`config.mk`:
```
export PLATFORM = sky130hd
export DESIGN_NAME = lkfr_ctrl
export DESIGN_NICKNAME = d
export VERILOG_FILES = /design/src/rtl/lkfr_pkg.sv /design/src/rtl/lkfr_ctrl.sv
export SDC_FILE = /design/constraint.sdc
export NUM_CORES = 1
export LEC_CHECK = 0
export ABC_AREA = 1
export BUFFER_PORTS_ARGS = -buffer_cell sky130_fd_sc_hd__buf_2
export CORE_AREA = 2 2 39 41
export DETAILED_ROUTE_END_ITERATION = 10
export DIE_AREA = 0 0 41 43
export SETUP_SLACK_MARGIN = 0.2
export SKIP_LAST_GASP = 1
export SLEW_MARGIN = 10
export SYNTH_ARGS = -nofsm -noshare
export SYNTH_HDL_FRONTEND = slang
export SYNTH_SLANG_ARGS = --single-unit
```
`constraint.sdc`:
```
create_clock -name clk -period 2.1 [get_ports clk]
set_clock_uncertainty 0.1 [all_clocks]
set_input_delay 0.525 -clock clk [delete_from_list [all_inputs] [get_ports clk]]
set_output_delay 0.525 -clock clk [all_outputs]
set_load 0.02 [all_outputs]
```
`src/rtl/lkfr_pkg.sv`:
```
// ----------------------------------------------------------------------------
// lkfr_pkg
// Shared types and constants for the LRU-K frame replacer.
// ----------------------------------------------------------------------------
package lkfr_pkg;

  localparam int unsigned LKFR_FRAME_COUNT = 64;
  localparam int unsigned FRAME_W          = 8;
  localparam int unsigned COUNT_W          = 8;
  localparam int unsigned TOTAL_W          = 9;
  localparam logic [COUNT_W-1:0] K_RESET   = 8'd2;

  typedef enum logic [1:0] {
    FN_ACCESS = 2'd0,
    FN_SET    = 2'd1,
    FN_REMOVE = 2'd2,
    FN_EVICT  = 2'd3
  } func_t;

  typedef enum logic [1:0] {
    ST_OK      = 2'd0,
    ST_RANGE   = 2'd1,
    ST_PINNED  = 2'd2,
    ST_NOTHING = 2'd3
  } status_t;

  typedef enum logic [4:0] {
    S_IDLE = 5'b00001,
    S_EXEC = 5'b00010,
    S_SCAN = 5'b00100,
    S_SEL  = 5'b01000,
    S_RES  = 5'b10000
  } state_t;

  // controller -> datapath
  typedef struct packed {
    logic latch;
    logic exec;
    logic scan;
    logic sel;
    logic take;
    logic recency;
  } cmd_t;

  // datapath -> controller
  typedef struct packed {
    logic is_evict;
    logic found;
    logic out_free;
  } sts_t;

endpackage

```
`src/rtl/lkfr_ctrl.sv`:
```
// ----------------------------------------------------------------------------
// lkfr_ctrl
// Sequencer: accepts a request, runs the update or the one- or two-phase
// victim search, then hands the result to the output register.
// ----------------------------------------------------------------------------
module lkfr_ctrl (
  input  logic          clk,
  input  logic          rst,
  input  logic          in_valid,
  output logic          in_stall,
  input  lkfr_pkg::sts_t sts,
  output lkfr_pkg::cmd_t cmd
);
  import lkfr_pkg::*;

  state_t state, state_next;
  logic   rec, rec_next;

  always_ff @(posedge clk) begin
    if (rst) begin
      state <= S_IDLE;
      rec   <= 1'b0;
    end else begin
      state <= state_next;
      rec   <= rec_next;
    end
  end

  always_comb begin
    state_next  = state;
    rec_next    = rec;
    cmd         = '0;
    cmd.recency = rec;
    in_stall    = 1'b1;
    unique case (state)
      S_IDLE: begin
        in_stall  = 1'b0;
        cmd.latch = in_valid;
        if (in_valid) state_next = S_EXEC;
      end
      S_EXEC: begin
        if (sts.is_evict) begin
          rec_next   = 1'b0;
          state_next = S_SCAN;
        end else begin
          cmd.exec   = 1'b1;
          state_next = S_RES;
        end
      end
      S_SCAN: begin
        cmd.scan   = 1'b1;
        state_next = S_SEL;
      end
      S_SEL: begin
        cmd.sel = 1'b1;
        if (sts.found || rec) begin
          state_next = S_RES;
        end else begin
          rec_next   = 1'b1;
          state_next = S_SCAN;
        end
      end
      S_RES: begin
        if (sts.out_free) begin
          cmd.take   = 1'b1;
          state_next = S_IDLE;
        end
      end
      default: state_next = S_IDLE;
    endcase
  end

  a_scan_then_sel: assert property (@(posedge clk) disable iff (rst)
    cmd.scan |=> cmd.sel) else $error("scan not followed by select");
  a_take_idle: assert property (@(posedge clk) disable iff (rst)
    cmd.take |=> !in_stall) else $error("not idle after result");
  a_second_phase: assert property (@(posedge clk) disable iff (rst)
    (cmd.sel && !sts.found && !rec) |=> (cmd.scan && rec))
    else $error("recency phase missing");

endmodule

```
After elaboration in Yosys (flattened, before gate mapping)
Index checks and enable logic that the tools add are counted.

word-level totals
  register bits after elaboration = 6
  output and inout bits = 7
  logic and storage cells = 31

operators by class
  eq/ne operators = 9
  multiplexer cells = 16
  reductions and logical operators = 4

operator list
  cell                                            count
  one-hot mux 5 bit (5 select lines)              1
  2-to-1 mux 5 bit                                4
  2-to-1 mux 1 bit                                10
  inequality test 2 bit (second input constant)   4
  == test 5 x 1 -> 1 bit (second input constant)  1
  == test 5 x 2 -> 1 bit (second input constant)  1
  == test 5 x 3 -> 1 bit (second input constant)  1
  == test 5 x 4 -> 1 bit (second input constant)  1
  == test 5 bit (second input constant)           1
  AND reduction 3 bit                             1
  one-hot mux 1 bit (2 select lines)              1
  AND reduction 2 bit                             1
  nonzero test 2 bit                              1
  logical OR 1 bit                                1

Depth between registers and ports, before layout
Gate-level depths: netlist of run 1.

  depth in word-level cells = 3
  mapped depth = 7

Worst setup path before layout of run 1
OpenSTA, ideal clock, no wires.

  kind = flip-flop to output port
  from = register state[2]
  to = output port cmd[5] (netlist name)
  data arrival time = 1,006 ps
  required time = 1,475 ps
  slack = 469 ps
  cell stages (with the launch flop) = 4
  cells stage by stage = dfxtp_1 -> nor2_4 -> nand3_2 -> nor2_1

RTL lines
  element                 line             source
  start, declared         lkfr_ctrl.sv:16  state_t state, state_next;
  start signal, assigned  lkfr_ctrl.sv:24  state <= state_next;
  end, declared           lkfr_ctrl.sv:12  output lkfr_pkg::cmd_t cmd

==> results of run 1 <==
[area by class of cell]
type / count / share of cell area, %
sequential: 6 / 24.25
inverter: 13 / 9.750
clock buffer: 3 / 4.500
multi-input combinational: 35 / 42.50
timing repair buffer: 14 / 15.00
tap: 16 / 4.000
[sequential cells by signal (all words and copies together) (netlist names)]
| register | flops |
|---|---|
| state | 5 |
| rec | 1 |
[cell families (layout without fill, tap and decap cells)]
family	Yosys count	count (layout)
buffers and inverters	15	30
and+or+nand+nor	32	32
DFF	6	6
AOI/OAI and AO/OA	3	3
[metal layers]
layer / wire (um) / global-route usage (%)
met5: 0 / 0
met4: 9 / 10.00
met3: 41 / 1.571
met2: 361 / 11.56
met1: 427 / 15.86
[timing repair]
action,4_1_cts,5_1_grt
setup endpoints to repair,0,1
setup buffers,0,2
resized for setup,0,3
[where the power goes]
part | total (mW) | switching (mW) | leakage [nW] | internal (mW)
clock network | 0.110 | 0.0450 | 0.0138 | 0.0649
registers | 0.125 | 0.00555 | 0.0492 | 0.119
logic | 0.0674 | 0.0430 | 0.197 | 0.0244
total | 0.302 | 0.0936 | 0.260 | 0.209
[placed cells by master, fill, tap and decap left out]
master and count:
nand3_1 3, nor2_1 6, a21oi_2 1, dfxtp_1 5, or2_1 1, nor2_2 2, inv_1 12, nor2_4 3
buf_4 2, dfxtp_2 1, nand3_4 1, buf_2 12, nand4_1 5, clkbuf_4 3, nand2_2 2, a21oi_1 2
inv_2 1, nand2_1 6, nor3_1 2, nand3_2 1
[stage by stage]
stage          worst slack (ns)  util, %  instances  hold WS, ns  power [mW]
6_report                 0.2423    36.17         87       0.4177      0.3022
5_1_grt                  0.1468    36.17         87       0.4180      0.3186
4_1_cts                  0.2809    34.09         85       0.4083      0.2944
3_5_place_dp             0.4342    32.46         82       0.3971      0.1869
3_3_place_gp             0.4401    32.46         82       0.3933      0.1867
2_1_floorplan            0.4690        -         56       0.3766      0.1692
[path summary, 6_finish.rpt]
kind | depth (start not counted) | endpoint | slack (ns) | startpoint
hold reg to reg | 2 | rec | 0.42 | rec
setup / recovery | 4 | cmd[4] | 0.24 | state[3]
setup reg to reg | 8 | state[0] | 0.77 | state[3]
hold / removal | 2 | state[2] | 0.42 | rst
[worst max-delay path, stage by stage, from the launching register on]
cell and delay, ns:
dfxtp_1 0.35, nor2_4 0.21, nand4_1 0.17, inv_1 0.10
buf_2 0.16
==> flow_metrics.py, run 1 <==
metrics = {
    "outcome": {
        "outcome": "complete, no violations",
    },
    "global_route": {
        "grt_max_degree": 8,
        "grt_pass1_wl_um": 1193,
        "grt_usage_pct": 10.46,
        "overflow": 0,
        "antenna_found_initial": 0,
        "grt_pass1_vias": 294,
    },
    "detailed_routing": {
        "num_vias": 385,
        "via_per_inst": 4.425,
        "ant_nets": 0,
        "drtPass1Iterations": 4,
        "drt_first_iter_violations": 4,
        "wirelength_um": 840,
        "wire_per_inst_um": 9.655,
        "drc_errors": 0,
    },
    "timing": {
        "rsz0062_at_grt": "no",
        "worst_slew_pin_slew_ns": 0.1977,
        "fin_tns_setup_ns": 0,
        "min_period_ns": 1.858,
        "max_freq_mhz": 538.3,
        "slew_violations": 0,
        "slew_headroom_pct": 86.79,
        "finalSetupViolCount": 0,
        "finalHoldViolCount": 0,
        "fin_crit_sh_pct": 88.46,
    },
    "logic_synthesis": {
        "ys_types": 16,
        "synthXorXnorAreaFrac_pct": 0,
        "synth_top_family_by_area": "simple AND/OR/NAND/NOR gates",
        "synth_common_cells": "inv_1, dfxtp_1, nand2_1, nor2_1, nand4_1",
        "ys_seq_elements": 6,
        "ys_warn_count": 0,
        "synth_edf_count": 0,
        "synth-compound-area-share_pct": 4.886,
        "yosys.area.top_type_share_pct": 31.27,
        "ys.flop_type": "dfxtp_1",
        "syn-mean-instance-area_um2": 6.859,
        "yosysSeqAreaShare_pct": 31.27,
        "synth_most_common_cell": "inv_1",
        "yosys-top-cells-area": "dfxtp_1, inv_1, nand4_1",
        "syn_nets": 62,
        "synth_mux_area_share_pct": 0,
        "synth-simple-area-share_pct": 47.23,
        "synth_top_cell_by_area": "dfxtp_1",
        "netlist_area_um2": 384.1,
        "synth-adder-area-share_pct": 0,
        "async_flop_share_pct": 0,
        "synth_cells": 56,
    },
    "placed_design": {
        "dpl-instance-area_um2": 449.2,
        "port_buffers": 12,
        "gp_congestion": 0.7776,
        "hpwl_um": 604.3,
    },
    "die": {
        "core_um2": 1384,
        "ioPinCount": 13,
        "fp.dieArea_um2": 1763,
        "die_height_um": 43,
        "num_rows": 14,
        "die_x_um": 41,
        "start_util_pct": 27.76,
    },
    "job": {
        "cap_violations": 0,
    },
    "layout": {
        "drive_gt1_share_pct": 40.85,
        "antennaDiodeCount": 0,
        "multi_input_area_um2": 212.7,
        "nFillCells": 150,
        "area_growth_pct": 30.29,
        "regArea_um2": 121.4,
        "post-route-cell-area_um2": 500.5,
        "nNetsFinal": 79,
    },
    "clocking": {
        "hold_buffers": 0,
        "worstSkewPairLatency_ns": 0.25,
        "clk_pin_slew_worst_paths_ns": 0.04,
        "cts_buffer_depth": 2,
        "cts.sinks": 6,
        "cts_root_buf": "clkbuf_4",
        "cts-buffers-inserted": 3,
        "cts_tree": "built",
        "ctsHtreeMaxLevel": 1,
    },
    "worst_setup_path": {
        "worstPathArrival_ns": 1.23,
        "required_ns": 1.47,
        "crit_type": "flip-flop to output port",
        "worst_setup_path_start_kind": "flip-flop",
        "critPathMaxFanout": 6,
        "end_kind": "output port",
    },
    "min_path": {
        "min_path_type": "primary input to flip-flop",
    },
    "power_and_ir_drop": {
        "irDropWorstVdd_mv": 0.2487,
        "leakage_nw": 0.2598,
        "power.density_nw_per_um2": 603.9,
    },
}
No activity file was read; power rests on OpenSTA's default activity.
==> run 2: changes to the inputs <==
Settings changed: RECOVER_POWER from default to 50.
==> flow_metrics.py, run 2 (same netlist as run 1, synthesis figures left out) <==
metrics = {
    "clocking": {
        "cts.sinks": 6,
        "cts_root_buf": "clkbuf_4",
        "clk_pin_slew_worst_paths_ns": 0.05,
        "ctsHtreeMaxLevel": 1,
        "worstSkewPairLatency_ns": 0.24,
        "hold_buffers": 0,
        "cts-buffers-inserted": 3,
        "cts_tree": "built",
        "cts_buffer_depth": 2,
    },
    "detailed_routing": {
        "wl_met2_um": 371,
        "drtPass1Iterations": 4,
        "num_vias": 392,
        "drc_errors": 0,
        "dr.max_layer_used": "met4",
        "wire_per_inst_um": 9.632,
        "ant_nets": 0,
        "via_per_inst": 4.506,
        "wl_met1_um": 409,
        "wirelength_um": 838,
        "drt_first_iter_violations": 3,
        "wl_met3_um": 47,
    },
    "power_and_ir_drop": {
        "swShare_pct": 30.04,
        "leakage_nw": 0.2555,
        "clockPowerShare_pct": 35.7,
        "p_seq_share_pct": 41.8,
        "irDropWorstVdd_mv": 0.2482,
        "p_int_mw": 0.2079,
        "p_comb_share_pct": 22.5,
        "power.density_nw_per_um2": 602.8,
        "power_switching_mw": 0.08927,
    },
    "die": {
        "ioPinCount": 13,
        "num_rows": 14,
        "die_x_um": 41,
        "core_um2": 1384,
        "fp.dieArea_um2": 1763,
        "die_height_um": 43,
        "start_util_pct": 27.76,
    },
    "global_route": {
        "grt_pass1_vias": 294,
        "grt_usage_pct": 10.46,
        "antenna_found_initial": 0,
        "overflow": 0,
        "grt_max_degree": 8,
        "grt_pass1_wl_um": 1193,
    },
    "layout": {
        "largest_reg_flops": 5,
        "nNetsFinal": 79,
        "area_growth_pct": 28.34,
        "top_regs": "state (5), rec (1)",
        "layout_common_cells": "inv_1, buf_2, nor2_1",
        "antennaDiodeCount": 0,
        "layout_commonest_cell": "inv_1",
        "drive_gt1_share_pct": 36.62,
        "top_register": "state",
    },
    "timing": {
        "finalHoldViolCount": 0,
        "fin_hold_ws_ns": 0.4300,
        "slew_headroom_pct": 82.40,
        "slew_violations": 0,
        "worst_slew_pin_slew_ns": 0.2630,
        "max_freq_mhz": 538.0,
        "rsz0062_at_grt": "no",
        "min_period_ns": 1.859,
        "layout_setup_ws_ns": 0.2414,
        "fin_tns_setup_ns": 0,
        "fin_crit_sh_pct": 88.50,
        "finalSetupViolCount": 0,
    },
    "worst_setup_path": {
        "required_ns": 1.47,
        "worstPathArrival_ns": 1.23,
        "crit_start": "state[0]",
        "crit_type": "flip-flop to output port",
        "critPathMaxFanout": 4,
        "worst_setup_path_start_kind": "flip-flop",
        "end_kind": "output port",
        "r2r_start": "state[3]",
        "critical_path.top_delay_family": "simple AND/OR/NAND/NOR gates",
        "cp_num_buf_inv": 1,
        "crit_chain": "nor2_1 > nand2_2 > nor2_4 > buf_2",
        "slowest_delay_ns": 0.32,
        "crit_path_top_delay_cell": "dfxtp_1",
    },
    "placed_design": {
        "gp_congestion": 0.7776,
        "pre_cts_ws_ns": 0.4342,
        "port_buffers": 12,
        "hpwl_um": 604.3,
    },
    "job": {
        "cap_violations": 0,
    },
    "min_path": {
        "min_path_type": "flip-flop to flip-flop",
        "holdCritStartpoint": "rec",
    },
    "outcome": {
        "outcome": "complete, no violations",
    },
}
run 2: changes by cell type in the layout (fill, tap and decap cells not counted):
| cell | previous run | this run |
|---|---|---|
| clkbuf_1 | 0 | 1 |
| nor2_2 | 2 | 1 |
| a21oi_1 | 2 | 3 |
| nor2_1 | 6 | 7 |
| a21oi_2 | 1 | 0 |
| buf_2 | 12 | 11 |
run 2: tightest hold or removal path, cell delays in order (launching register included):
cell and delay, ns:
dfxtp_1 0.34, a21oi_1 0.07, nor2_1 0.08
run 2: layout make-up:
type	count	area, um^2
clock buffers	3	22.52
fillers	154	890.9
inverters	13	48.80
multi-input cells	35	206.4
flip-flops and latches	6	121.4
well taps	16	20.02
repair buffers	14	73.82
run 2: timing repair:
action	in CTS	in global routing
setup buffers	0	2
gates resized for setup	0	3
endpoints found under the setup margin	0	1
run 2: power by group through the flow:
stage	combinational, mW	clock [mW]	sequential (mW)
finish	0.0668	0.106	0.124
global route	0.0740	0.118	0.125
CTS	0.0612	0.109	0.124
detailed placement	0.0607	0	0.126
global placement	0.0608	0	0.126
floorplan	0.0438	0	0.125
run 2: path summary, 6_finish.rpt:
path                            endpoint  slack [ns]  cells after the start
worst max register to register  state[0]        0.76                      8
worst min register to register       rec        0.43                      2
worst max-delay path              cmd[2]        0.24                      4
worst min-delay path                 rec        0.43                      2
run 2: through the flow:
step | power, mW | utilization, % | area [um^2] | instances
after floorplan | 0.1692 | - | 384.1 | 56
after global placement | 0.1867 | 32.46 | 449.2 | 82
after detailed placement | 0.1869 | 32.46 | 449.2 | 82
after CTS | 0.2944 | 34.09 | 471.7 | 85
after global routing | 0.3170 | 35.62 | 493.0 | 87
final | 0.2971 | 35.62 | 493.0 | 87
run 2: per-layer routing:
metal  up-vias  track usage [%]
met4         0            10.00
met1       173            15.86
met3         2            1.571
met2        12            11.56
li1        205                -
met5         -                0
